<file path="src/hdl/sbm_pkg.sv">
`timescale 1ns / 1ps

package sbm_pkg;

  localparam int SEARCH_RADIUS = 8;
  localparam int WINDOW_WIDTH  = 5;
  localparam int MAX_ROW_WIDTH = 4096;

  localparam int LAG         = SEARCH_RADIUS + WINDOW_WIDTH - 1;
  localparam int NUM_SHIFTS  = 2 * SEARCH_RADIUS + 1;
  localparam int SPAN        = WINDOW_WIDTH + 2 * SEARCH_RADIUS;
  localparam int LEFT_TAPS   = LAG;
  localparam int RIGHT_TAPS  = SPAN - 1;
  localparam int FLUSH_STEPS = WINDOW_WIDTH - 1;

  localparam int PIX_W      = 8;
  localparam int COL_W      = 12;
  localparam int CNT_W      = 13;
  localparam int POS_W      = CNT_W + 1;
  localparam int ROWW_W     = 13;
  localparam int MODE_W     = 2;
  localparam int THR_W      = 8;
  localparam int CFG_IDX_W  = 2;
  localparam int CFG_DATA_W = 13;
  localparam int CODE_W     = 8;
  localparam int IDX_W      = $clog2(NUM_SHIFTS);
  localparam int DIFF_W     = PIX_W + 2;
  localparam int MAG_W      = PIX_W + 1;
  localparam int SQ_W       = 2 * MAG_W - 1;
  localparam int COST_W     = $clog2(WINDOW_WIDTH * (1 << (2 * PIX_W)) + 1);
  localparam int FLUSH_W    = $clog2(FLUSH_STEPS + 1);

  localparam int LEVEL_MID  = 128;
  localparam int LEVEL_FULL = 256;
  localparam int CODE_BASE  = 256 - 64;
  localparam int CODE_SHIFT = 3;
  localparam int CODE_MIN   = CODE_BASE - (NUM_SHIFTS - 1) * (1 << CODE_SHIFT);

  localparam logic [MODE_W-1:0] MODE_SSD_LEVEL = 2'd0;
  localparam logic [MODE_W-1:0] MODE_MAX_SUM   = 2'd1;
  localparam logic [MODE_W-1:0] MODE_SSD_GRAD  = 2'd2;

  localparam logic [CFG_IDX_W-1:0] CFG_MATCH_MODE  = 2'd0;
  localparam logic [CFG_IDX_W-1:0] CFG_TEXTURE_THR = 2'd1;
  localparam logic [CFG_IDX_W-1:0] CFG_ROW_WIDTH   = 2'd2;

  localparam logic [MODE_W-1:0] RESET_MODE  = MODE_SSD_LEVEL;
  localparam logic [THR_W-1:0]  RESET_THR   = 8'd8;
  localparam logic [ROWW_W-1:0] RESET_WIDTH = 13'd640;

  typedef logic [PIX_W-1:0] pixel_t;

  typedef struct packed {
    pixel_t [WINDOW_WIDTH-1:0] left;
    pixel_t [SPAN-1:0]         right;
  } window_t;

  typedef struct packed {
    logic              valid;
    logic [COL_W-1:0]  column;
    logic              last;
    logic              textured;
    logic [COST_W-1:0] cost;
    logic [IDX_W-1:0]  idx;
  } score_t;

  typedef struct packed {
    logic [CODE_W-1:0] code;
    logic [COL_W-1:0]  column;
    logic              last;
  } result_t;

  function automatic logic [CODE_W-1:0] shift_code(input logic [IDX_W-1:0] idx);
    logic [CODE_W-1:0] step;
    step = CODE_W'({idx, {CODE_SHIFT{1'b0}}});
    return CODE_W'(CODE_BASE) - step;
  endfunction

endpackage

</file>
<file path="src/hdl/sbm_cell.sv">
`timescale 1ns / 1ps

module sbm_cell import sbm_pkg::*; (
  input  logic             clk,
  input  logic             rst_n,
  input  logic             adv,
  input  logic             maximize,
  input  logic [IDX_W-1:0] shift_idx,
  input  window_t          win_in,
  input  score_t           score_in,
  output window_t          win_out,
  output score_t           score_out
);

  logic [DIFF_W-1:0]  term [WINDOW_WIDTH];
  logic [MAG_W-1:0]   mag [WINDOW_WIDTH];
  logic [2*MAG_W-1:0] mag_ext [WINDOW_WIDTH];
  logic [SQ_W-1:0]    sq_nxt [WINDOW_WIDTH];
  logic [SQ_W-1:0]    sq_r [WINDOW_WIDTH];
  logic [COST_W-1:0]  sum;
  logic               better;
  logic               take;
  score_t             score_nxt;
  score_t             score_r;
  window_t            win_nxt;
  window_t            win_r;

  always_comb begin
    for (int j = 0; j < WINDOW_WIDTH; j++) begin
      if (maximize) begin
        term[j] = {2'b00, win_in.left[j]} + {2'b00, win_in.right[j]} - DIFF_W'(LEVEL_FULL);
      end else begin
        term[j] = {2'b00, win_in.left[j]} - {2'b00, win_in.right[j]};
      end
      mag[j]     = term[j][DIFF_W-1] ? MAG_W'(~term[j] + DIFF_W'(1)) : MAG_W'(term[j]);
      mag_ext[j] = {{MAG_W{1'b0}}, mag[j]};
      sq_nxt[j]  = SQ_W'(mag_ext[j] * mag_ext[j]);
    end
  end

  always_comb begin
    win_nxt.left = win_in.left;
    for (int k = 0; k < SPAN - 1; k++) begin
      win_nxt.right[k] = win_in.right[k+1];
    end
    win_nxt.right[SPAN-1] = '0;
  end

  always_comb begin
    sum = '0;
    for (int j = 0; j < WINDOW_WIDTH; j++) begin
      sum = sum + COST_W'(sq_r[j]);
    end
    better    = maximize ? (sum > score_in.cost) : (sum < score_in.cost);
    take      = (shift_idx == '0) || better;
    score_nxt = score_in;
    if (take) begin
      score_nxt.cost = sum;
      score_nxt.idx  = shift_idx;
    end
  end

  always_ff @(posedge clk) begin
    if (!rst_n) begin
      score_r <= '0;
    end else if (adv) begin
      score_r <= score_nxt;
    end
  end

  always_ff @(posedge clk) begin
    if (adv) begin
      win_r <= win_nxt;
      for (int j = 0; j < WINDOW_WIDTH; j++) begin
        sq_r[j] <= sq_nxt[j];
      end
    end
  end

  assign win_out   = win_r;
  assign score_out = score_r;

endmodule

</file>
<file path="config.mk">
export PLATFORM = sky130hd
export DESIGN_NAME = sbm_cell
export DESIGN_NICKNAME = d
export VERILOG_FILES = /design/src/hdl/sbm_pkg.sv /design/src/hdl/sbm_cell.sv
export SDC_FILE = /design/constraint.sdc
export NUM_CORES = 1
export LEC_CHECK = 0
export BUFFER_PORTS_ARGS = -buffer_cell sky130_fd_sc_hd__buf_2
export CAP_MARGIN = 25
export CORE_MARGIN = 4
export CORE_UTILIZATION = 52
export CTS_CLUSTER_SIZE = 14
export DETAILED_ROUTE_END_ITERATION = 10
export PLACE_DENSITY = 0.74
export SLEW_MARGIN = 20
export SYNTH_ARGS = -nofsm -noshare
export SYNTH_HDL_FRONTEND = slang
export SYNTH_SLANG_ARGS = --single-unit
</file>
<file path="constraint.sdc">
create_clock -name clk -period 7.3 [get_ports clk]
set_input_delay 0.365 -clock clk [delete_from_list [all_inputs] [get_ports clk]]
set_output_delay 0.365 -clock clk [all_outputs]
set_load 0.01 [all_outputs]
</file>
# Yosys cells after proc, flatten, opt, wreduce, memory -nomap -nowiden
# Memory sizes are Yosys's and may differ from the RTL's.
# Cells that the tools add are included.
dict set report word_totals {
  reg_bits 239
  mem_count 1
  ramBits 85
}
# name words word_bits rd rd_ports_with_merged_regs write_ports line
set mem_list {}
lappend mem_list {sq_r 5 17 5 0 5 sbm_cell.sv:19} ;# logic [SQ_W-1:0] sq_r [WINDOW_WIDTH];
dict set report op_classes {
  multipliers 5
  reduce_logical 2
  bitwise_logic 5
  add_sub_neg 24
  mux 14
  magnitude_cmp 2
}
# operator n
set op_table {}
lappend op_table {{multiplier 9 x 9 -> 17 bit} 5}
lappend op_table {{two-way mux 10 bit} 5}
lappend op_table {{subtractor 9 x 9 -> 10 bit (second input constant)} 5}
lappend op_table {{adder 8 x 8 -> 9 bit} 5}
lappend op_table {{adder 9 x 1 -> 9 bit (second input constant)} 5}
lappend op_table {{two-way mux 9 bit} 5}
lappend op_table {{inverter 9 bit} 5}
lappend op_table {{subtractor 8 x 8 -> 9 bit} 5}
lappend op_table {{adder 19 x 17 -> 19 bit} 2}
lappend op_table {{two-way mux 24 bit} 1}
lappend op_table {{adder 18 x 17 -> 19 bit} 1}
lappend op_table {{greater-than comparator 19 bit} 1}
lappend op_table {{less-than comparator 19 bit} 1}
lappend op_table {{adder 17 x 17 -> 18 bit} 1}
lappend op_table {{zero test 5 bit} 1}
lappend op_table {{two-way mux 1 bit} 3}
lappend op_table {{logical OR 1 bit} 1}

# Logic depth before layout (Yosys ltp)
# An unclocked memory read counts as a cell.
dict set report logic_depth {
  ltp_word 9
  depth_mapped 32
  mapped_depth_nobuf 31
}

# Least setup slack after synthesis
# OpenSTA, ideal clock, no wires.
dict set report synth_path {
  kind {in2reg}
  from {in win_in[4] in the netlist's numbering}
  to {mem sq_r[0][16] in the netlist's numbering, data pin}
  setup_time_ns 0.268
  arrival_ns 6.605
  setup_slack_ns 0.428
  n_path_buf 3
  path_stages 29
  required_time_ns 7.032
  cell_sequence {inv_1 ha_1 clkbuf_1 a21oi_1 or3_1 o311a_1 or2_0 buf_6 or3_4 and2_4 buf_6 nor2_1 inv_1 fa_1 inv_1 fa_1 inv_1 fa_1 fa_1 inv_1 ha_1 o21ai_0 a21boi_0 o21ai_0 a21oi_1 nand4_1 nand3_1 o41ai_1 xnor3_1}
}
# item line
set synth_rtl {}
lappend synth_rtl {{from (decl)} sbm_cell.sv:9} ;# input window_t win_in,
lappend synth_rtl {{to (decl)} sbm_cell.sv:19}

==> impl_metrics.yaml <==
placed_design:
  hpwl_um: 63080
  gp_congestion: 0.9986
  placed_area_um2: 30860
  portBuffers: 494
worst_setup_path:
  crit_fanout: 5
  critPathArrivalTime_ns: 7.43
  required_ns: 7.61
  critical_path_class: "in -> reg"
  critPathMaxStageDelay_ns: 0.54
  worstSetupEndpointType: "flip-flop"
  ff2ff_path_depth: 24
  startpoint_type: "input pin"
  crit_top_cell: "inv_1"
  crit_slowest_cell: "dlygate4sd3_1"
die:
  initial_utilization_pct: 52.83
  fp-row-count: 83
  die_h_um: 237.0
  die_area_um2: 56160
  coreArea_um2: 51610
  ios: 503
  die_w_um: 237.0
cells_and_area:
  drive_above_1_share_pct: 21.58
  final_common_cell: "inv_1"
  final_util_pct: 66.49
  fin_area_um2: 34320
  areaGrowthSynthToFinish_pct: 25.85
  final_cell_mix: "inv_1 (536), buf_2 (493), ha_1 (293)"
  finalNetCount: 4182
logic_synthesis:
  synthSimpleGateAreaFrac_pct: 11.11
  ys_seq_area_share_pct: 33.70
  ys.flop_type: "edfxtp_1"
  synth.area.mux_share_pct: 1.730
  ys_ff_latch: 319
  synth.distinct_cells: 89
  synthAdderAreaFrac_pct: 30.00
  synth_compound_area_share_pct: 10.15
  syn_inst: 2680
  async_flop_share_pct: 0
  synth_enable_flop_cells: 280
  synth_xor_xnor_area_share_pct: 4.722
  synth_top_family_by_area: "adder cells"
  ys_warn_count: 0
  avgSynthCellArea_um2: 10.17
  syn_area_um2: 27270
clocking:
  cts.sinks: 319
  tritoncts: "yes"
  ctsRootBufferMaster: "clkbuf_16"
  cts-htree-levels: 2
  clock_path_buffers: 3
  clock_latency_ns: 0.58
  cts.clk_slew.worst_paths_ns: 0.05
  cts_made_buffers: 39
drt:
  dr.pass1.iters: 7
  highest_layer: "met4"
  wl_met2_um: 39260
  met1Wirelength_um: 33830
  wirelength_um: 79000
  drt_iter0_drc: 1213
  drcViolationCount: 0
  wl_met3_um: 4293
  num_vias: 21832
  wl_per_cell_um: 19.19
  ant_nets: 0
  avgViaCountPerCell: 5.304
grt:
  grt_max_degree: 173
  grt.overflow.total: 0
  grt_pass1_vias: 22579
  antenna_found_initial: 5
  track_usage_pct: 27.55
  grt_pass1_wl_um: 123200
timing:
  final_max_slew_viol_count: 0
  setup_violations: 0
  fin_crit_ns: 7.116
  fmax_mhz: 140.5
  rsz0062_at_grt: "yes"
  finalHoldViolCount: 0
  tightestPinTransition_ns: 1.050
  fin_crit_sh_pct: 97.48
  finClkSkew_ns: 0.01229
  relSlewSlack_pct: 30.00
flow_run:
  cap_violations: 0
hold_path:
  min_path_cells: 1
  min_path_type: "in -> reg"
outcome:
  status: "completed"
[synth_stat cells, types with 5 or more instances]
cell | number | area (um2)
a2111oi_0 | 9 | 78.83
a211oi_1 | 37 | 277.8
a21boi_0 | 11 | 82.58
a21o_1 | 24 | 180.2
a21oi_1 | 105 | 525.5
a22oi_1 | 5 | 37.54
a31oi_1 | 15 | 93.84
a41oi_1 | 6 | 52.55
and2_1 | 13 | 81.33
and3_1 | 11 | 68.82
buf_2 | 9 | 45.04
buf_4 | 11 | 82.58
clkbuf_1 | 30 | 112.6
dfxtp_1 | 39 | 780.8
edfxtp_1 | 280 | 8408
fa_1 | 223 | 4464
ha_1 | 297 | 3716
inv_1 | 538 | 2019
mux2i_1 | 46 | 460.4
nand2_1 | 84 | 315.3
nand2b_1 | 40 | 250.2
nand3_1 | 24 | 120.1
nand4_1 | 12 | 75.07
nor2_1 | 279 | 1047
nor2b_1 | 44 | 275.3
nor3_1 | 42 | 210.2
nor3b_1 | 5 | 37.54
nor4_1 | 11 | 68.82
o211ai_1 | 13 | 97.59
o21a_1 | 21 | 157.7
o21ai_0 | 76 | 380.4
o21ai_1 | 6 | 30.03
o21bai_1 | 14 | 105.1
o31a_1 | 7 | 61.31
o31ai_1 | 10 | 75.07
o41ai_1 | 8 | 70.07
or2_2 | 24 | 150.1
or3_1 | 17 | 106.4
or4_1 | 7 | 52.55
xnor2_1 | 107 | 937.2
xor2_1 | 33 | 289.0
[stage by stage]
step	setup slack [ns]	instances	hold WS (ns)	TNS, ns
after global routing	-0.1422	4115	0.01440	-0.4080
after floorplan	0.4278	2688	0.4639	0
after detailed placement	-0.01028	3870	0.4739	-0.01028
after global placement	0.1752	3869	0.4691	0
after CTS	0.02881	4105	0.00006711	0
final	0.1843	4116	0.02331	0
[final timing paths]
check | startpoint | to | slack, ns
setup reg to reg | sq_r[0][4] | score_out[4] | 0.62
hold reg to reg | score_out[18] | score_out[18] | 0.48
hold / removal | win_in[53] | win_out[45] | 0.02
setup / recovery | win_in[192] | sq_r[0][66] | 0.18
[state kept, by name (all words and copies together) (netlist names)]
register	count
sq_r	80
score_out	39
win_out	200
[per-layer routing]
layer	global-route usage, %	up-vias
li1	-	10374
met1	36.59	10721
met2	48.31	643
met3	4.007	94
met4	5.786	0
met5	0	-
[cells by family (layout without fill, tap and decap cells)]
kind of cell	Yosys count	count (layout)
AOI/OAI and AO/OA	416	416
xor gates and xnor gates	143	143
other	2	12
buffers and inverters	599	1345
and+or+nand+nor	634	634
DFF	319	319
muxes	47	47
adders and majority gates	520	520
[worst max-delay path: cells and delay by family]
| kind | cells | cell delay, ns |
|---|---|---|
| XOR/XNOR | 3 | 0.69 |
| AO/OA/AOI/OAI | 7 | 1.77 |
| AND/OR/NAND/NOR | 7 | 1.43 |
| adder cells (fa/ha/maj) | 6 | 2.27 |
| buffers and inverters | 6 | 0.88 |
[repair_timing]
action	CTS	global route
hold buffers	166	0
setup endpoints to repair	0	43
gates resized for setup	0	95
buffers inserted	0	9
hold endpoints to repair	166	0
[area by class of cell]
class / count / area [um2]
fill: 4017 / 17300
multi-input combinational: 1770 / 16150
sequential: 319 / 9189
timing repair buffer: 732 / 4730
inverter: 544 / 2047
clock buffer: 48 / 1051
tap: 680 / 850.8
clock inverter: 21 / 291.5
antenna: 2 / 5.005
Power is not shown: default switching activity piles up to over one toggle a cycle in this logic, so the estimate is an artifact.
