$ cat config.mk
export PLATFORM = sky130hd
export DESIGN_NAME = sbm_front
export DESIGN_NICKNAME = d
export VERILOG_FILES = /design/src/hdl/sbm_pkg.sv /design/src/hdl/sbm_front.sv
export SDC_FILE = /design/constraint.sdc
export NUM_CORES = 1
export LEC_CHECK = 0
export BUFFER_PORTS_ARGS = -buffer_cell sky130_fd_sc_hd__buf_4
export CAP_MARGIN = 0
export CORE_UTILIZATION = 45
export CTS_CLUSTER_DIAMETER = 30
export DETAILED_ROUTE_END_ITERATION = 8
export PLACE_DENSITY = 0.7
export SYNTH_ARGS = -nofsm -noshare
export SYNTH_HDL_FRONTEND = slang
export SYNTH_SLANG_ARGS = --single-unit
$ cat constraint.sdc
create_clock -name clk -period 9.8 [get_ports clk]
set_clock_uncertainty 0.2 [all_clocks]
set_input_delay 1.47 -clock clk [delete_from_list [all_inputs] [get_ports clk]]
set_output_delay 1.47 -clock clk [all_outputs]
set_load 0.02 [all_outputs]
$ cat src/hdl/sbm_pkg.sv
`timescale 1ns / 1ps

package sbm_pkg;

  localparam int SEARCH_RADIUS = 8;
  localparam int WINDOW_WIDTH  = 5;
  localparam int MAX_ROW_WIDTH = 4096;

  localparam int LAG         = SEARCH_RADIUS + WINDOW_WIDTH - 1;
  localparam int NUM_SHIFTS  = 2 * SEARCH_RADIUS + 1;
  localparam int SPAN        = WINDOW_WIDTH + 2 * SEARCH_RADIUS;
  localparam int LEFT_TAPS   = LAG;
  localparam int RIGHT_TAPS  = SPAN - 1;
  localparam int FLUSH_STEPS = WINDOW_WIDTH - 1;

  localparam int PIX_W      = 8;
  localparam int COL_W      = 12;
  localparam int CNT_W      = 13;
  localparam int POS_W      = CNT_W + 1;
  localparam int ROWW_W     = 13;
  localparam int MODE_W     = 2;
  localparam int THR_W      = 8;
  localparam int CFG_IDX_W  = 2;
  localparam int CFG_DATA_W = 13;
  localparam int CODE_W     = 8;
  localparam int IDX_W      = $clog2(NUM_SHIFTS);
  localparam int DIFF_W     = PIX_W + 2;
  localparam int MAG_W      = PIX_W + 1;
  localparam int SQ_W       = 2 * MAG_W - 1;
  localparam int COST_W     = $clog2(WINDOW_WIDTH * (1 << (2 * PIX_W)) + 1);
  localparam int FLUSH_W    = $clog2(FLUSH_STEPS + 1);

  localparam int LEVEL_MID  = 128;
  localparam int LEVEL_FULL = 256;
  localparam int CODE_BASE  = 256 - 64;
  localparam int CODE_SHIFT = 3;
  localparam int CODE_MIN   = CODE_BASE - (NUM_SHIFTS - 1) * (1 << CODE_SHIFT);

  localparam logic [MODE_W-1:0] MODE_SSD_LEVEL = 2'd0;
  localparam logic [MODE_W-1:0] MODE_MAX_SUM   = 2'd1;
  localparam logic [MODE_W-1:0] MODE_SSD_GRAD  = 2'd2;

  localparam logic [CFG_IDX_W-1:0] CFG_MATCH_MODE  = 2'd0;
  localparam logic [CFG_IDX_W-1:0] CFG_TEXTURE_THR = 2'd1;
  localparam logic [CFG_IDX_W-1:0] CFG_ROW_WIDTH   = 2'd2;

  localparam logic [MODE_W-1:0] RESET_MODE  = MODE_SSD_LEVEL;
  localparam logic [THR_W-1:0]  RESET_THR   = 8'd8;
  localparam logic [ROWW_W-1:0] RESET_WIDTH = 13'd640;

  typedef logic [PIX_W-1:0] pixel_t;

  typedef struct packed {
    pixel_t [WINDOW_WIDTH-1:0] left;
    pixel_t [SPAN-1:0]         right;
  } window_t;

  typedef struct packed {
    logic              valid;
    logic [COL_W-1:0]  column;
    logic              last;
    logic              textured;
    logic [COST_W-1:0] cost;
    logic [IDX_W-1:0]  idx;
  } score_t;

  typedef struct packed {
    logic [CODE_W-1:0] code;
    logic [COL_W-1:0]  column;
    logic              last;
  } result_t;

  function automatic logic [CODE_W-1:0] shift_code(input logic [IDX_W-1:0] idx);
    logic [CODE_W-1:0] step;
    step = CODE_W'({idx, {CODE_SHIFT{1'b0}}});
    return CODE_W'(CODE_BASE) - step;
  endfunction

endpackage

$ cat src/hdl/sbm_front.sv
`timescale 1ns / 1ps

module sbm_front import sbm_pkg::*; (
  input  logic              clk,
  input  logic              rst_n,
  input  logic              adv,
  input  logic              accept,
  input  pixel_t            left_pixel,
  input  pixel_t            right_pixel,
  input  logic [MODE_W-1:0] match_mode,
  input  logic [THR_W-1:0]  texture_threshold,
  input  logic [ROWW_W-1:0] row_width,
  output logic              flushing,
  output window_t           win,
  output score_t            meta_r
);

  localparam logic signed [POS_W-1:0] POS_LAG = POS_W'(LAG);
  localparam logic signed [POS_W-1:0] POS_LO  = POS_W'(SEARCH_RADIUS);
  localparam logic signed [POS_W-1:0] POS_OFF = POS_W'(SEARCH_RADIUS + 1);

  pixel_t                    left_r [LEFT_TAPS];
  pixel_t                    right_r [RIGHT_TAPS];
  logic [CNT_W-1:0]          col_r;
  logic [CNT_W-1:0]          col_nxt;
  logic [FLUSH_W-1:0]        flush_r;
  logic [FLUSH_W-1:0]        flush_nxt;
  logic                      step;
  pixel_t                    new_left;
  pixel_t                    new_right;
  logic [ROWW_W-1:0]         width;
  logic                      last;
  logic signed [POS_W-1:0]   x;
  logic signed [POS_W-1:0]   hi;
  logic                      emit;
  logic                      textured;
  pixel_t                    l0;
  pixel_t                    l1;
  pixel_t                    grad;
  score_t                    meta_nxt;

  always_comb begin
    flushing  = (flush_r != '0);
    step      = accept || (flushing && adv);
    new_left  = accept ? left_pixel : '0;
    new_right = accept ? right_pixel : '0;

    if (row_width == '0) begin
      width = ROWW_W'(1);
    end else if (row_width > ROWW_W'(MAX_ROW_WIDTH)) begin
      width = ROWW_W'(MAX_ROW_WIDTH);
    end else begin
      width = row_width;
    end

    last = accept && (col_r >= (width - ROWW_W'(1)));
    x    = $signed({1'b0, col_r}) - POS_LAG;
    hi   = $signed({1'b0, width}) - POS_OFF;
    emit = step && (x >= POS_LO) && (x <= hi);

    l0   = left_r[LAG-1];
    l1   = left_r[LAG-2];
    grad = (l0 >= l1) ? (l0 - l1) : (l1 - l0);
    if (match_mode == MODE_SSD_GRAD) begin
      textured = grad > texture_threshold;
    end else begin
      textured = (({2'b00, l0} + {2'b00, texture_threshold}) < DIFF_W'(LEVEL_MID)) ||
                 ({2'b00, l0} > (DIFF_W'(LEVEL_MID) + {2'b00, texture_threshold}));
    end
  end

  always_comb begin
    for (int j = 0; j < WINDOW_WIDTH; j++) begin
      win.left[j] = left_r[LAG-1-j];
    end
    for (int k = 0; k < SPAN - 1; k++) begin
      win.right[k] = right_r[SPAN-2-k];
    end
    win.right[SPAN-1] = new_right;
  end

  always_comb begin
    meta_nxt          = '0;
    meta_nxt.valid    = emit;
    meta_nxt.column   = x[COL_W-1:0];
    meta_nxt.last     = (x == hi);
    meta_nxt.textured = textured;
  end

  always_comb begin
    col_nxt   = col_r;
    flush_nxt = flush_r;
    if (accept) begin
      col_nxt = col_r + CNT_W'(1);
      if (last) begin
        flush_nxt = FLUSH_W'(FLUSH_STEPS);
      end
    end else if (flushing && adv) begin
      flush_nxt = flush_r - FLUSH_W'(1);
      col_nxt   = (flush_r == FLUSH_W'(1)) ? '0 : (col_r + CNT_W'(1));
    end
  end

  always_ff @(posedge clk) begin
    if (!rst_n) begin
      col_r   <= '0;
      flush_r <= '0;
      meta_r  <= '0;
      for (int i = 0; i < LEFT_TAPS; i++) begin
        left_r[i] <= '0;
      end
      for (int i = 0; i < RIGHT_TAPS; i++) begin
        right_r[i] <= '0;
      end
    end else begin
      col_r   <= col_nxt;
      flush_r <= flush_nxt;
      if (adv) begin
        meta_r <= meta_nxt;
      end
      if (step) begin
        left_r[0]  <= new_left;
        right_r[0] <= new_right;
        for (int i = 1; i < LEFT_TAPS; i++) begin
          left_r[i] <= left_r[i-1];
        end
        for (int i = 1; i < RIGHT_TAPS; i++) begin
          right_r[i] <= right_r[i-1];
        end
      end
    end
  end

endmodule

### After elaboration in Yosys (flattened, before gate mapping)

Memories as Yosys holds them, arrays and structs flattened.
Index checks and enable logic that the tools add are counted.

| word-level totals | value |
|---|---|
| register bits after elaboration | 31 |
| memory bits (writable) | 256 |
| input port bits | 43 |
| output and inout port bits | 248 |
| memories kept | 2 |

Memory list:

| name | words | bits a word | rd ports | clocked after memory_dff | wr ports | line | RTL |
|---|---|---|---|---|---|---|---|
| right_r | 20 | 8 | 20 | 0 | 20 | sbm_front.sv:23 | `pixel_t right_r [RIGHT_TAPS];` |
| left_r | 12 | 8 | 12 | 0 | 12 | sbm_front.sv:22 | `pixel_t left_r [LEFT_TAPS];` |

| operators by class | value |
|---|---|
| $add $sub $neg | 9 |
| $lt $le $gt $ge | 8 |
| eq/ne operators | 4 |
| multiplexer cells | 48 |
| bitwise operators | 32 |
| reduce and logical (&&, ||, !) cells | 10 |

Operators by type and width:

| operator | number |
|---|---|
| $mux 8 | 35 |
| $mux 13 | 5 |
| $or 1x1->1 | 32 |
| $sub 13x4->14 const B | 2 |
| $sub 8x8->8 | 2 |
| $eq 14x14->1 | 1 |
| $ge 14x5->1 const B | 1 |
| $le 14x14->1 | 1 |
| $add 13x1->13 const B | 1 |
| $ge 13x13->1 | 1 |
| $gt 13x13->1 const B | 1 |
| $logic_not 13->1 | 1 |
| $sub 13x1->13 const B | 1 |
| $add 8x8->9 | 1 |
| $add 8x8->9 const A | 1 |
| $gt 8x9->1 | 1 |
| $lt 9x8->1 const B | 1 |
| $mux 3 | 3 |
| $ge 8x8->1 | 1 |
| $gt 8x8->1 | 1 |
| $mux 1 | 5 |
| $logic_and 1x1->1 | 4 |
| $eq 3x1->1 const B | 1 |
| $reduce_bool 3->1 | 1 |
| 6 further kinds | 7 |

### Logic depth before layout (Yosys ltp)

| logic depth | value |
|---|---|
| depth in word-level cells | 8 |
| depth in mapped cells | 18 |
| depth with buffers taken out | 17 |

### Least setup slack after synthesis

Ideal clock, no wire load.

| path | value |
|---|---|
| path type | in2reg |
| start | input port accept |
| end | register col_r[5] |
| library setup time | 0.134 ns |
| arrival time | 8.108 ns |
| data required time | 9.466 ns |
| path slack | 1.358 ns |
| stages on the path | 6 |
| path buffers | 1 |
| cells stage by stage | clkbuf_1 a21oi_1 nand2_1 o21ai_0 nand2_1 o41ai_1 |

| between the ends | value |
|---|---|
| cells in the longest elaborated chain, start to end | 1 |

Ends and longest elaborated chain:

| what | line | RTL |
|---|---|---|
| start, declared | sbm_front.sv:7 | `input logic accept,` |
| $mux 13 or $reduce_bool 2->1 (tied branches) | -- |  |
| end signal, assigned | sbm_front.sv:116 | `col_r <= col_nxt;` |
| end, declared | sbm_front.sv:24 | `logic [CNT_W-1:0] col_r;` |

Several ways; a longest one is shown, not always the timed one.
A chain may end at the register's enable or synchronous reset.

### Worst setup path in the final report

| path | value |
|---|---|
| start | input port row_width[8] |
| end | register meta_r[38] (netlist name) |

| between the ends | value |
|---|---|
| cells in the longest elaborated chain, start to end | 6 |

Ends and longest elaborated chain:

| what | line | RTL |
|---|---|---|
| start, declared | sbm_front.sv:12 | `input logic [ROWW_W-1:0] row_width,` |
| $gt 13x13->1 | sbm_front.sv:50 | `end else if (row_width > ROWW_W'(MAX_ROW_WIDTH)) begin` |
| $mux 13 | sbm_front.sv:50 |  |
| $mux 13 (*) | sbm_front.sv:48 | `if (row_width == '0) begin` |
| $sub 13x4->14 (*) | sbm_front.sv:58 | `hi = $signed({1'b0, width}) - POS_OFF;` |
| $le 14x14->1 (*) | sbm_front.sv:59 | `emit = step && (x >= POS_LO) && (x <= hi);` |
| $logic_and 1x1->1 (*) | sbm_front.sv:59 |  |
| end signal, assigned | sbm_front.sv:119 | `meta_r <= meta_nxt;` |
| end, declared | sbm_front.sv:15 | `output score_t meta_r` |

Mark *: on every way between the ends. The rest lies on a longest branch, timed or not.

==> results.sh <==
export IMPL_multi_input_area_sq_um=4980
export IMPL_setup_violations=0
export IMPL_dpl_hpwl_mm=21.9
export IMPL_grt_pass1_wl_mm=50.5
export IMPL_synth_seq_cells=287
export IMPL_cts_buffers=58
export IMPL_p_comb_share_pct=16.2
export IMPL_r2r_start="left_r[5][8]"
export IMPL_clockRootBuffer="clkbuf_16"
export IMPL_insertion_delay_ps=560
export IMPL_h_tree_depth=2
export IMPL_final_common_cell="buf_4"
export IMPL_grtUsageTotal_pct=20.6
export IMPL_fin_setup_tns_ps=0
export IMPL_die_area_sq_um=31600
export IMPL_clk_path_buf_depth=3
export IMPL_clk_pin_slew_worst_paths_ps=40
export IMPL_grt_pass1_vias=9230
export IMPL_holdCritStartpoint="meta_r[38]"
export IMPL_hold_depth=2
export IMPL_endpoint_kind="register"
export IMPL_cts_resized=0
export IMPL_clock_fmax_mhz=205
export IMPL_critPathSlowestCell="nor4_2"
export IMPL_worstPathArrival_ps=5160
export IMPL_final_cell_mix="270 x buf_4, 256 x edfxtp_1, 228 x and3_1"
export IMPL_ys_types=74
export IMPL_drc=0
export IMPL_io_pins=291
export IMPL_grt_overflow=0
export IMPL_fillers=2407
export IMPL_final_period_utilization_pct=49.8
export IMPL_whs_endpoint="meta_r[38]"
export IMPL_cts_sinks=287
export IMPL_drt_iter0_markers=884
export IMPL_hold_class="register to register"
export IMPL_p_leak_nw=8.51
export IMPL_fp_dieH_um=178
export IMPL_syn_cell_area_sq_um=13900
export IMPL_p_clk_share_pct=46.4
export IMPL_placed_cell_area_sq_um=16000
export IMPL_vias=9828
export IMPL_p_int_w=0.00300
export IMPL_async_flop_share_pct=0
export IMPL_ys_warn_count=0
export IMPL_cts_tree="built"
export IMPL_pwr_share_seq_pct=37.4
export IMPL_drv_cap=0
export IMPL_dieWidth_um=178
export IMPL_ir_worst_vdd_mv=0.149
export IMPL_slowest_delay_ps=680
export IMPL_outcome="complete, no violations"
export IMPL_r2r_end="meta_r[24]"
export IMPL_diodes=0
export IMPL_gp_congestion=0.880
export IMPL_rsz0062_at_grt="no"
export IMPL_r2r_slack_ps=5420
export IMPL_synth_edff_count=256
export IMPL_routedWlPerCell_um=18.2
export IMPL_sw_frac_of_total_pct=27.4
export IMPL_drive_above_1_share_pct=26.6
export IMPL_crit_fanout=8
export IMPL_first_pass_iters=5
export IMPL_post_cts_buffers=0
export IMPL_via_per_inst=5.38
export IMPL_area_growth_pct=29.1
export IMPL_path_cells="buf_4, nor4_2, nand2_1, nor4_1, o21ai_0, ha_1, inv_1, o21ai_0, xor2_1, nor2_1, ha_1, a21oi_1, a21boi_0, o311ai_0, o2111ai_1, o21a_1, o22ai_1"
export IMPL_final_hold_viol_count=0
export IMPL_core_area_sq_um=30000
export IMPL_relSlewSlack_pct=24.8
export IMPL_postCtsHoldBufs=0
export IMPL_initial_core_util_pct=46.2
export IMPL_criticalPathCategory="input pin to register"
export IMPL_critPathLaunchType="input pin"
export IMPL_rows=63
export IMPL_ys_flop_type="edfxtp_1"
export IMPL_p_switching_w=0.00113
export IMPL_drv_slew=0
export IMPL_r2r_cells=17
export IMPL_min_period_ps=4880
export IMPL_ant_nets=0
export IMPL_synth_cells=1144
export IMPL_required_ps=10070
export IMPL_syn_area_per_cell_sq_um=12.1
export IMPL_nets=1506
export IMPL_finalWirelength_mm=33.2
export IMPL_grt_start_max_net_pins=173
export IMPL_register_area_sq_um=8310
export IMPL_io_buffers=266
export IMPL_p_per_area_nw_per_um2=231
export IMPL_stdcell_area_sq_um=17900
export IMPL_ys_seq_area_share_pct=59.8
export IMPL_tightest_slew_ps=1120
export IMPL_antenna_found_initial=0
==> worst max-delay path, delay by kind of cell <==
family / cells / cell delay, ps
fa+ha+maj: 2 / 570
compound gates: 8 / 1430
xor+xnor: 1 / 210
buf+inv: 2 / 280
simple gates: 4 / 1200
==> cells in the mapped netlist, types with 5 or more instances <==
cell / instances / area, sq um
a31oi_1: 5 / 31.3
o21ai_0: 21 / 105
nor2b_1: 8 / 50.1
o211a_1: 6 / 60.1
nor4_1: 6 / 37.5
inv_1: 44 / 165
xor2_1: 21 / 184
and3_1: 228 / 1430
o21a_1: 6 / 45.0
ha_1: 72 / 901
a21o_1: 11 / 82.6
nor2_1: 58 / 218
mux2i_1: 5 / 50.1
nand3_1: 22 / 110
nand4_1: 12 / 75.1
nand2_1: 38 / 143
clkbuf_1: 74 / 278
xnor2_1: 14 / 123
o31ai_1: 5 / 37.5
and2_1: 43 / 269
nor3_1: 8 / 40.0
edfxtp_1: 256 / 7690
nor3b_1: 7 / 52.6
a21oi_1: 30 / 150
dfxtp_1: 31 / 621
buf_4: 33 / 248
==> through the flow <==
step / hold slack [ps] / power, W / setup slack, ps / cells / util [%]
floorplan: 260 / 0.00200 / 1360 / 1167 / -
global placement: 267 / 0.00223 / 4530 / 1719 / 53.2
detailed placement: 276 / 0.00224 / 4460 / 1719 / 53.2
CTS: 281 / 0.00417 / 5030 / 1828 / 59.7
global route: 303 / 0.00430 / 4540 / 1828 / 59.7
finish: 282 / 0.00414 / 4920 / 1828 / 59.7
==> worst max-delay path by stage <==
stage | end | slack, ps | from | cells after the start
2_1_floorplan | col_r[5] | 1360 | accept | 6
5_1_grt | meta_r[38] | 4540 | row_width[4] | 17
6_report | meta_r[38] | 4920 | row_width[8] | 17
4_1_cts | meta_r[38] | 5030 | row_width[8] | 17
3_3_place_gp | meta_r[38] | 4530 | row_width[8] | 17
3_5_place_dp | meta_r[38] | 4460 | row_width[8] | 17
==> layer usage <==
metal	vias to the layer above	GRT usage (%)	part of all wire, %
met5	-	0	0
met4	0	5.16	1.9
met3	54	5.96	7.9
met2	384	33.2	48
met1	4717	27.1	42
li1	4673	-	-
==> layout make-up <==
| type | instances | area share [%] |
|---|---|---|
| inverters | 45 | 0.942 |
| well taps | 390 | 2.72 |
| flip-flops and latches | 287 | 46.3 |
| clock buffers | 65 | 8.35 |
| clock inverters | 44 | 2.54 |
| repair buffers | 271 | 11.4 |
| multi-input cells | 726 | 27.8 |
==> sequential cells by signal (all words and copies together) (netlist names) <==
name	cells
left_r	96
right_r	160
flush_r	3
col_r	13
meta_r	15
==> cells by family after synthesis <==
logic type                 synth area share [%]
adders and majority gates                  6.77
buffers and inverters                      5.05
muxes                                     0.441
AOI/OAI and AO/OA                          6.34
and+or+nand+nor                            19.3
DFF                                        59.8
xor gates and xnor gates                   2.21
other                                    0.0270
==> power groups by stage <==
stage	Clock, W	Sequential [W]	Combinational, W
floorplan	0	0.00167	0.000325
global placement	0	0.00156	0.000664
detailed placement	0	0.00157	0.000672
CTS	0.00195	0.00155	0.000674
global route	0.00201	0.00156	0.000733
finish	0.00192	0.00155	0.000671
Note: power is estimated with default switching activity, not from simulation.
