<file path="config.mk">
export PLATFORM = sky130hd
export DESIGN_NAME = sbm_outbuf_flat
export DESIGN_NICKNAME = d
export VERILOG_FILES = /design/src/hdl/sbm_pkg.sv /design/src/hdl/sbm_out_if.sv /design/src/hdl/sbm_outbuf.sv /design/src/flat_wrapper.sv
export SDC_FILE = /design/constraint.sdc
export NUM_CORES = 1
export LEC_CHECK = 0
export BUFFER_PORTS_ARGS = -buffer_cell sky130_fd_sc_hd__buf_2
export CELL_PAD_IN_SITES_DETAIL_PLACEMENT = 1
export CELL_PAD_IN_SITES_GLOBAL_PLACEMENT = 1
export CORE_MARGIN = 1.5
export CORE_UTILIZATION = 34
export DETAILED_ROUTE_END_ITERATION = 10
export PLACE_DENSITY = 0.73
export SLEW_MARGIN = 10
export SYNTH_ARGS = -nofsm -noshare
export SYNTH_HDL_FRONTEND = slang
export SYNTH_SLANG_ARGS = --single-unit
</file>
<file path="constraint.sdc">
create_clock -name clk -period 4.15 [get_ports clk]
set_input_delay 0.415 -clock clk [delete_from_list [all_inputs] [get_ports clk]]
set_output_delay 0.415 -clock clk [all_outputs]
set_load 0.03 [all_outputs]
</file>
<file path="src/hdl/sbm_pkg.sv">
`timescale 1ns / 1ps

package sbm_pkg;

  localparam int SEARCH_RADIUS = 8;
  localparam int WINDOW_WIDTH  = 5;
  localparam int MAX_ROW_WIDTH = 4096;

  localparam int LAG         = SEARCH_RADIUS + WINDOW_WIDTH - 1;
  localparam int NUM_SHIFTS  = 2 * SEARCH_RADIUS + 1;
  localparam int SPAN        = WINDOW_WIDTH + 2 * SEARCH_RADIUS;
  localparam int LEFT_TAPS   = LAG;
  localparam int RIGHT_TAPS  = SPAN - 1;
  localparam int FLUSH_STEPS = WINDOW_WIDTH - 1;

  localparam int PIX_W      = 8;
  localparam int COL_W      = 12;
  localparam int CNT_W      = 13;
  localparam int POS_W      = CNT_W + 1;
  localparam int ROWW_W     = 13;
  localparam int MODE_W     = 2;
  localparam int THR_W      = 8;
  localparam int CFG_IDX_W  = 2;
  localparam int CFG_DATA_W = 13;
  localparam int CODE_W     = 8;
  localparam int IDX_W      = $clog2(NUM_SHIFTS);
  localparam int DIFF_W     = PIX_W + 2;
  localparam int MAG_W      = PIX_W + 1;
  localparam int SQ_W       = 2 * MAG_W - 1;
  localparam int COST_W     = $clog2(WINDOW_WIDTH * (1 << (2 * PIX_W)) + 1);
  localparam int FLUSH_W    = $clog2(FLUSH_STEPS + 1);

  localparam int LEVEL_MID  = 128;
  localparam int LEVEL_FULL = 256;
  localparam int CODE_BASE  = 256 - 64;
  localparam int CODE_SHIFT = 3;
  localparam int CODE_MIN   = CODE_BASE - (NUM_SHIFTS - 1) * (1 << CODE_SHIFT);

  localparam logic [MODE_W-1:0] MODE_SSD_LEVEL = 2'd0;
  localparam logic [MODE_W-1:0] MODE_MAX_SUM   = 2'd1;
  localparam logic [MODE_W-1:0] MODE_SSD_GRAD  = 2'd2;

  localparam logic [CFG_IDX_W-1:0] CFG_MATCH_MODE  = 2'd0;
  localparam logic [CFG_IDX_W-1:0] CFG_TEXTURE_THR = 2'd1;
  localparam logic [CFG_IDX_W-1:0] CFG_ROW_WIDTH   = 2'd2;

  localparam logic [MODE_W-1:0] RESET_MODE  = MODE_SSD_LEVEL;
  localparam logic [THR_W-1:0]  RESET_THR   = 8'd8;
  localparam logic [ROWW_W-1:0] RESET_WIDTH = 13'd640;

  typedef logic [PIX_W-1:0] pixel_t;

  typedef struct packed {
    pixel_t [WINDOW_WIDTH-1:0] left;
    pixel_t [SPAN-1:0]         right;
  } window_t;

  typedef struct packed {
    logic              valid;
    logic [COL_W-1:0]  column;
    logic              last;
    logic              textured;
    logic [COST_W-1:0] cost;
    logic [IDX_W-1:0]  idx;
  } score_t;

  typedef struct packed {
    logic [CODE_W-1:0] code;
    logic [COL_W-1:0]  column;
    logic              last;
  } result_t;

  function automatic logic [CODE_W-1:0] shift_code(input logic [IDX_W-1:0] idx);
    logic [CODE_W-1:0] step;
    step = CODE_W'({idx, {CODE_SHIFT{1'b0}}});
    return CODE_W'(CODE_BASE) - step;
  endfunction

endpackage

</file>
<file path="src/hdl/sbm_out_if.sv">
`timescale 1ns / 1ps

interface sbm_out_if import sbm_pkg::*; ();
  logic              valid;
  logic              ready;
  logic [CODE_W-1:0] disparity_code;
  logic [COL_W-1:0]  column;
  logic              last_in_row;

  modport source (output valid, output disparity_code, output column, output last_in_row,
                  input ready);
  modport sink (input valid, input disparity_code, input column, input last_in_row,
                output ready);
endinterface

</file>
<file path="src/hdl/sbm_outbuf.sv">
`timescale 1ns / 1ps

module sbm_outbuf import sbm_pkg::*; (
  input  logic       clk,
  input  logic       rst_n,
  input  logic       push,
  input  score_t     tail,
  output logic       full,
  sbm_out_if.source  out_ch
);

  result_t res_new;
  result_t out_r;
  result_t out_nxt;
  result_t sk_r;
  result_t sk_nxt;
  logic    out_valid_r;
  logic    out_valid_nxt;
  logic    sk_valid_r;
  logic    sk_valid_nxt;
  logic    pop;

  always_comb begin
    res_new.code   = tail.textured ? shift_code(tail.idx) : '0;
    res_new.column = tail.column;
    res_new.last   = tail.last;
  end

  always_comb begin
    pop           = out_valid_r && out_ch.ready;
    out_valid_nxt = out_valid_r;
    sk_valid_nxt  = sk_valid_r;
    out_nxt       = out_r;
    sk_nxt        = sk_r;
    if (sk_valid_r) begin
      if (pop) begin
        out_nxt      = sk_r;
        sk_valid_nxt = 1'b0;
      end
    end else if (push) begin
      if (!out_valid_r || pop) begin
        out_nxt       = res_new;
        out_valid_nxt = 1'b1;
      end else begin
        sk_nxt       = res_new;
        sk_valid_nxt = 1'b1;
      end
    end else if (pop) begin
      out_valid_nxt = 1'b0;
    end
  end

  always_ff @(posedge clk) begin
    if (!rst_n) begin
      out_valid_r <= 1'b0;
      sk_valid_r  <= 1'b0;
    end else begin
      out_valid_r <= out_valid_nxt;
      sk_valid_r  <= sk_valid_nxt;
    end
  end

  always_ff @(posedge clk) begin
    out_r <= out_nxt;
    sk_r  <= sk_nxt;
  end

  assign full                  = sk_valid_r;
  assign out_ch.valid          = out_valid_r;
  assign out_ch.disparity_code = out_r.code;
  assign out_ch.column         = out_r.column;
  assign out_ch.last_in_row    = out_r.last;

endmodule

</file>
<file path="src/flat_wrapper.sv">
// flat-port wrapper written by rule: the top's interface ports become plain ports
module sbm_outbuf_flat import sbm_pkg::*;
  (clk, rst_n, push, tail, full, out_ch_valid, out_ch_disparity_code, out_ch_column, out_ch_last_in_row, out_ch_ready);
  sbm_out_if out_ch_i ();
  input  logic clk;
  input  logic rst_n;
  input  logic push;
  input  score_t tail;
  output logic full;
  output wire logic [$bits(out_ch_i.valid)-1:0] out_ch_valid;
  output wire logic [$bits(out_ch_i.disparity_code)-1:0] out_ch_disparity_code;
  output wire logic [$bits(out_ch_i.column)-1:0] out_ch_column;
  output wire logic [$bits(out_ch_i.last_in_row)-1:0] out_ch_last_in_row;
  input wire logic [$bits(out_ch_i.ready)-1:0] out_ch_ready;
  assign out_ch_valid = out_ch_i.valid;
  assign out_ch_disparity_code = out_ch_i.disparity_code;
  assign out_ch_column = out_ch_i.column;
  assign out_ch_last_in_row = out_ch_i.last_in_row;
  assign out_ch_i.ready = out_ch_ready;
  sbm_outbuf u_core (.clk(clk), .rst_n(rst_n), .push(push), .tail(tail), .full(full), .out_ch(out_ch_i));
endmodule
</file>
# [After elaboration in Yosys (flattened, before gate mapping)]
# Index checks and enable logic that the tools add are counted.
[word_totals] out_inout_bits=23 in_bits=43 wordCells=34 reg_bits=44
[classes] add_sub_neg=1 eq_ne=2 n_mux=12 n_bitwise=2 reduce_logical=9
[ops] op="$mux W21" count=4
[ops] op="$reduce_and A3 Y1" count=3
[ops] op="$mux W8" count=1
[ops] op="$sub A8 B8 Y8 const A" count=1
[ops] op="$mux W1" count=7
[ops] op="$reduce_bool A2 Y1" count=3
[ops] op="$ne A2 B1 Y1 const B" count=1
[ops] op="$ne A2 B2 Y1 const B" count=1
[ops] op="$not A1 Y1" count=2
[ops] op="$logic_and A1 B1 Y1" count=1
[ops] op="$logic_not A1 Y1" count=1
[ops] op="$logic_or A1 B1 Y1" count=1

# [Longest topological paths before layout]
# Gate-level depths: netlist of the first run.
[depth] ltp_word=5 mapped_depth=5 depth_no_buf=5

# [Least setup slack after synthesis of the first run]
# OpenSTA, ideal clock, no wires.
[synth_timing] kind="register to register" start="reg u_core.sk_valid_r (netlist: u_core.full)" end="reg u_core.sk_r[0] (netlist name), enable pin" path_stages_with_launch=3 slack_ns=1.693 setup_time_ns=0.420 path_buffers=0 arrival_time_ns=2.037 required_time_ns=3.730 period_less_slack_ns=2.457 cell_sequence="dfxtp_1 -> nand2b_1 -> nor3b_1"
[synth_between] elab_chain_cells=2
[synth_lines] element="start, declared" line_no="sbm_outbuf.sv:19" rtl="logic sk_valid_r;"
[synth_lines] element="start signal, assigned" line_no="sbm_outbuf.sv:59" rtl="sk_valid_r <= sk_valid_nxt;"
[synth_lines] element="$not A1 Y1 (no source line)"
[synth_lines] element="$reduce_and A3 Y1 (no source line)"
[synth_lines] element="end signal, assigned" line_no="sbm_outbuf.sv:65" rtl="sk_r <= sk_nxt;"
[synth_lines] element="end, declared" line_no="sbm_outbuf.sv:15" rtl="result_t sk_r;"
# No other way between the ends.
# A chain may end at the register's enable or synchronous reset.

# [Worst setup path in the final report of the first run]
[layout_timing] start="reg u_core.sk_valid_r (netlist: u_core.full)" end="reg u_core.out_r (netlist bit u_core.out_ch.column[4]), enable pin"
[layout_between] elab_chain_cells=2 elab_cells_between_ends=4
[layout_lines] element="$ne A2 B2 Y1 (no source line) / $reduce_bool A2 Y1 (equally long branches)"
[layout_lines] element="$reduce_and A3 Y1 (no source line) *"
[layout_lines] element="end signal, assigned" line_no="sbm_outbuf.sv:64" rtl="out_r <= out_nxt;"
[layout_lines] element="end, declared" line_no="sbm_outbuf.sv:13" rtl="result_t out_r;"
# Mark *: on every way between the ends. The rest lies on a longest branch, timed or not.

==> results_dict.tcl, run 1 <==
set metrics [dict create \
    status "finished, final reports clean" \
    crit_family "flip-flops" \
    cts_made_buffers 5 \
    max_cap_violations 0 \
    antenna_cells 0 \
    fill_cells 463 \
    drive_above_1_share_pct 49.6 \
    num_vias 903 \
    fp.dieArea_um2 4920 \
    clockBufferDepth 2 \
    hold_ws_ns 0.326 \
    wirelength_mm 2.84 \
    post_cts_buffers 0 \
    root_buffer "clkbuf_8" \
    first_iter_violations 60 \
    pre_cts_slack_ns 1.77 \
    avgSynthCellArea_um2 17.0 \
    cts.sink_count 38 \
    nets 182 \
    post_cts_resized 0 \
    clk_pin_slew_worst_paths_ns 0.07 \
    yosysSeqAreaShare_pct 73.1 \
    rsz0062_at_grt "false" \
    yosys_register_bits 38 \
    grt_pass1_wl_mm 4.58 \
    fmax_mhz 431 \
    final_max_slew_viol_count 0 \
    cp-end-kind "register" \
    syn_area_um2 1530 \
    syn_to_final_growth_pct 22.6 \
    hold_path_class "input port to register" \
    ctsHoldBuffers 0 \
    finalSetupViolations 0 \
    cts_tree "done" \
    die_h_um 70.2 \
    antenna_found_initial 0 \
    multi_input_area_um2 377 \
    critPathSlowestCell "dfxtp_1" \
    path_cells "nand2_1 > a22oi_1 > buf_4" \
    cp.required_ns 4.13 \
    clk_latency_ns 0.28 \
    dpl.hpwl_mm 2.09 \
    setup_ws_ns 1.83 \
    gr-total-overflow 0 \
    worstPathMaxFanout 24 \
    num_rows 24 \
    yosys_warnings 0 \
    critical_path_arrival_ns 2.29 \
    cp-start-kind "register" \
    route.antenna.remaining_nets 0 \
    first_global_vias 937 \
    grtUsageTotal_pct 12.1 \
    initial_core_util_pct 35.2 \
    core_area_um2 4350 \
    io_buffer_count 42 \
    post-route-period-util_pct 55.9 \
    p_leak_nw 0.735 \
    fin_worst_skew_ns 0.00283 \
    crit_type "register to register" \
    io_pins 66 \
    synth_cell_types 23 \
    grt_max_degree 25 \
    powerDensity_nw_per_um2 423 \
    drt_first_pass_iters 2 \
    cp_slowest_stage_delay_ns 0.97 \
    drcViolationCount 0 \
    htree_levels 2 \
    finalCriticalPeriod_ns 2.32 \
    finalHoldViolCount 0 \
    slew_headroom_pct 33.8 \
    setup_tns_ns 0 \
    vias_per_cell 4.73 \
    p_total_mw 0.795 \
    synthCells 90 \
    place_congestion 0.668 \
    regArea_um2 1120 \
    crit_buf_inv 1 \
    max_slew.worst_pin.slew_ns 0.991 \
    wl_per_cell_um 14.9 \
    peakVddDrop_uv 184 \
    die_w_um 70.2 \
]
## placed cells by master (no fill, tap or decap), drive strengths merged
| cell type | netlist | final |
|---|---|---|
| buf | 5 | 44 |
| and2 | 2 | 2 |
| nor2 | 1 | 1 |
| and3b | 1 | 1 |
| clkinv | 0 | 2 |
| a21oi | 1 | 1 |
| mux2 | 16 | 16 |
| nand2 | 5 | 5 |
| dfxtp | 2 | 2 |
| conb | 1 | 3 |
| and3 | 1 | 1 |
| nor3b | 2 | 2 |
| o31ai | 1 | 1 |
| inv | 3 | 3 |
| ha | 1 | 1 |
| a22oi | 1 | 1 |
| nor3 | 1 | 1 |
| o21ai | 2 | 2 |
| a21boi | 2 | 2 |
| nor2b | 1 | 1 |
| xnor2 | 1 | 1 |
| edfxtp | 36 | 36 |
| nand2b | 4 | 4 |
| clkbuf | 0 | 6 |
## logic make-up (layout without fill, tap and decap cells)
family | count (synthesis) | after routing | share of synthesized area [%]
other | 1 | 3 | 0.244
DFF | 38 | 38 | 73.1
muxes | 16 | 16 | 11.7
buffers and inverters | 8 | 55 | 3.18
xor gates and xnor gates | 1 | 1 | 0.571
AOI/OAI and AO/OA | 7 | 7 | 2.94
adders and majority gates | 1 | 1 | 0.816
and+or+nand+nor | 18 | 18 | 7.42
## state kept, by name, indices dropped and copies added (netlist names)
register and count:
u_core.out_ch.valid 1, u_core.out_ch.disparity_code 5, u_core.sk_r 18, u_core.out_ch.column 12, u_core.full 1, u_core.out_ch.last_in_row 1
## per-stage QoR
stage,cells,cell area (um^2),util [%]
after floorplan,92,1540,-
after global placement,183,1800,41.3
after detailed placement,183,1800,41.3
after CTS,191,1880,43.2
after global routing,191,1880,43.2
final,191,1880,43.2
## worst paths after layout
| path | start | endpoint | slack (ns) | cells past startpoint |
|---|---|---|---|---|
| worst max-delay path | u_core.full$_SDFF_PN0_ | u_core.out_ch.column[4]$_DFFE_PP_ | 1.83 | 3 |
| worst min-delay path | tail[31] | u_core.sk_r[6]$_DFFE_PP_ | 0.33 | 1 |
| worst max register to register | u_core.full$_SDFF_PN0_ | u_core.out_ch.column[4]$_DFFE_PP_ | 1.83 | 3 |
| worst min register to register | u_core.sk_r[20]$_DFFE_PP_ | u_core.out_ch.disparity_code[7]$_DFFE_PP_ | 0.53 | 2 |
## layout make-up
| class | instances | area share (%) |
|---|---|---|
| sequential | 38 | 59.6 |
| multi-input combinational | 46 | 20.0 |
| inverter | 3 | 0.599 |
| clock inverter | 2 | 0.466 |
| tap | 52 | 3.46 |
| clock buffer | 6 | 3.86 |
| timing repair buffer | 44 | 12.0 |
## cell usage after synthesis
cell / instances / area [um^2]
nor2_1: 1 / 3.75
nor3_1: 1 / 5.00
o31ai_1: 1 / 7.51
xnor2_1: 1 / 8.76
and2_1: 2 / 12.5
buf_4: 5 / 37.5
edfxtp_1: 36 / 1080
ha_1: 1 / 12.5
a22oi_1: 1 / 7.51
conb_1: 1 / 3.75
mux2_2: 16 / 180
and3_4: 1 / 11.3
nand2_1: 5 / 18.8
nand2b_1: 3 / 18.8
a21boi_0: 2 / 15.0
and3b_1: 1 / 8.76
nor2b_1: 1 / 6.26
dfxtp_1: 2 / 40.0
nand2b_4: 1 / 13.8
nor3b_1: 2 / 15.0
o21ai_1: 2 / 10.0
a21oi_1: 1 / 5.00
inv_1: 3 / 11.3
## worst register-to-register path, cell delays in order, from the launching register on
cell     delay [ns]
dfxtp_1        0.97
nand2_1        0.12
a22oi_1        0.57
buf_4          0.35
## power by group
part / switching (mW) / leakage, nW / internal, mW / total [mW]
combinational: 0.0679 / 0.337 / 0.0392 / 0.107
clock: 0.116 / 0.0426 / 0.115 / 0.231
sequential: 0.0106 / 0.356 / 0.446 / 0.457
## routing by layer
layer	up-vias	GRT usage, %	share of wire, %
met4	0	3.85	0.81
met3	6	4.18	6.2
met5	-	0	0
met2	35	20.5	51
met1	437	14.5	41
li1	425	-	-
Power figures use the tool's default switching activity.
==> run 2, diff against run 1 <==
==> constraint.sdc (replaced) <==
create_clock -name clk -period 2.4 [get_ports clk]
set_input_delay 0.24 -clock clk [delete_from_list [all_inputs] [get_ports clk]]
set_output_delay 0.24 -clock clk [all_outputs]
set_load 0.03 [all_outputs]
==> run 2 against run 1 <==
Effect of this change:
- combinational power up 80%
- routed wire length increased by 1.6%
- first-iteration DRC count grew 23%
- global-route usage increased by 0.27 points
- power increased by 78%
- sequential power is 71% higher
- utilization grew 0.37 points
- clock skew grew 0.0029 ns
- sequential share of layout area is 0.51 points lower
- flip-flop and latch count unchanged
- via count decreased by 0.33%
- critical endpoint is now u_core.out_ch.disparity_code[4]$_DFFE_PP_
==> results_dict.tcl, run 2 (synthesis results as in run 1) <==
set metrics [dict create \
    reg2reg_to "u_core.out_ch.disparity_code[4]$_DFFE_PP_" \
    r2r_setup_slack_ns 0.89 \
    worstPathMaxFanout 16 \
    setup_tns_ns 0 \
    ctsHoldBuffers 0 \
    die_h_um 70.2 \
    r2r-start "u_core.full$_SDFF_PN0_" \
    peakVddDrop_uv 273 \
    core_area_um2 4350 \
    drcViolationCount 0 \
    finalSetupViolations 0 \
    antenna_cells 0 \
    max_cap_violations 0 \
    drive_above_1_share_pct 50.0 \
    post-route-period-util_pct 62.9 \
    cts.sink_count 38 \
    hold_start "tail[34]" \
    grt_max_degree 20 \
    setup_ws_ns 0.891 \
    crit_buf_inv 1 \
    fill_cells 468 \
    rsz0062_at_grt "false" \
    dpl.hpwl_mm 2.10 \
    clockBufferDepth 2 \
    power.switching_mw 0.339 \
    clk_pin_slew_worst_paths_ns 0.07 \
    hold_path_class "input port to register" \
    post_cts_resized 0 \
    cp-start-kind "register" \
    status "finished, final reports clean" \
    fmax_mhz 663 \
    drt_first_pass_iters 2 \
    switching_share_pct 24.0 \
    post_cts_buffers 0 \
    vias_per_cell 4.69 \
    io_pins 66 \
    clk_latency_ns 0.29 \
    io_buffer_count 42 \
    antenna_found_initial 0 \
    p_comb_share_pct 13.6 \
    wirelength_mm 2.88 \
    dp_cells 184 \
    final_cells 192 \
    first_global_vias 945 \
    critPathSlowestCell "dfxtp_1" \
    route.antenna.remaining_nets 0 \
    cts_made_buffers 5 \
    num_vias 900 \
    crit_end "u_core.out_ch.disparity_code[4]$_DFFE_PP_" \
    syn_to_final_growth_pct 23.7 \
    num_rows 24 \
    cp.required_ns 2.37 \
    pre_cts_slack_ns 0.891 \
    layout_common_cells "42 x buf_2, 36 x edfxtp_1, 16 x mux2_2" \
    r2r_cells 3 \
    die_w_um 70.2 \
    fp.dieArea_um2 4920 \
    finalHoldViolCount 0 \
    cts_tree "done" \
    fin_worst_skew_ns 0.00577 \
    wl_per_cell_um 15.0 \
    seq_power_share_pct 55.4 \
    initial_core_util_pct 35.2 \
    crit_type "register to register" \
    nets 183 \
    htree_levels 2 \
    place_congestion 0.681 \
    largest_register "u_core.sk_r" \
    power.internal_mw 1.07 \
    pwr-share-clk_pct 30.9 \
    cp_slowest_stage_delay_ns 0.35 \
    path_cells "nand2b_1 > a22oi_1 > buf_4" \
    crit_cells 3 \
    powerDensity_nw_per_um2 745 \
    root_buffer "clkbuf_8" \
    cp-end-kind "register" \
    layout_commonest_cell "buf_2" \
    final_max_slew_viol_count 0 \
    p_leak_nw 0.744 \
    crit_family "flip-flops" \
    gr-total-overflow 0 \
    grt_pass1_wl_mm 4.52 \
    first_iter_violations 74 \
    critical_path_arrival_ns 1.48 \
    grtUsageTotal_pct 12.4 \
    largest_reg_flops 18 \
    startpoint "u_core.full$_SDFF_PN0_" \
    finalCriticalPeriod_ns 1.51 \
]
[run 2: cell types whose count changed in the layout (fill, tap and decap cells not counted)]
cell      delta
buf_4        +1
clkbuf_8     +1
clkinv_1     -1
clkbuf_1     +1
clkinv_2     -1
[run 2: layout make-up]
cell class | instances | area (um^2) | area share [%]
multi-input cells | 46 | 377 | 19.9
clock buffers | 8 | 90.1 | 4.75
repair buffers | 45 | 233 | 12.3
well taps | 52 | 65.1 | 3.43
inverters | 3 | 11.3 | 0.594
flip-flops and latches | 38 | 1120 | 59.1
[run 2: power groups by stage]
stage / sequential (mW) / combinational [mW] / clock, mW
floorplan: 0.857 / 0.0725 / 0
global placement: 0.796 / 0.188 / 0
detailed placement: 0.798 / 0.196 / 0
CTS: 0.784 / 0.197 / 0.452
global route: 0.787 / 0.208 / 0.473
finish: 0.783 / 0.193 / 0.437
[run 2: worst min-delay path by stage]
| stage | end | slack, ns | cells past startpoint |
|---|---|---|---|
| after CTS | u_core.sk_r[9]$_DFFE_PP_ | 0.13 | 1 |
| final | u_core.sk_r[9]$_DFFE_PP_ | 0.14 | 1 |
| after global routing | u_core.sk_r[9]$_DFFE_PP_ | 0.13 | 1 |
| after floorplan | u_core.sk_r[0]$_DFFE_PP_ | 0.34 | 0 |
| after global placement | u_core.sk_r[6]$_DFFE_PP_ | 0.43 | 1 |
| after detailed placement | u_core.sk_r[1]$_DFFE_PP_ | 0.43 | 1 |
[run 2: routing by layer]
metal  vias to the layer above  track usage, %  share of wire [%]
met4                         0            5.77                1.8
met2                        36            20.8                 49
li1                        426               -                  -
met1                       430            14.4                 42
met3                         8            3.90                6.7
met5                         -               0                  0
[run 2: worst register-to-register path: stages (launching register included)]
cell	delay (ns)
dfxtp_1	0.35
nand2b_1	0.20
a22oi_1	0.31
buf_4	0.33
[run 2: stage by stage]
step / area (um^2) / hold WS (ns) / power (mW) / utilization [%]
final: 1900 / 0.140 / 1.41 / 43.6
after global routing: 1900 / 0.132 / 1.47 / 43.6
after CTS: 1900 / 0.134 / 1.43 / 43.6
after detailed placement: 1810 / 0.434 / 0.994 / 41.5
after global placement: 1810 / 0.434 / 0.984 / 41.5
after floorplan: 1550 / 0.339 / 0.929 / -
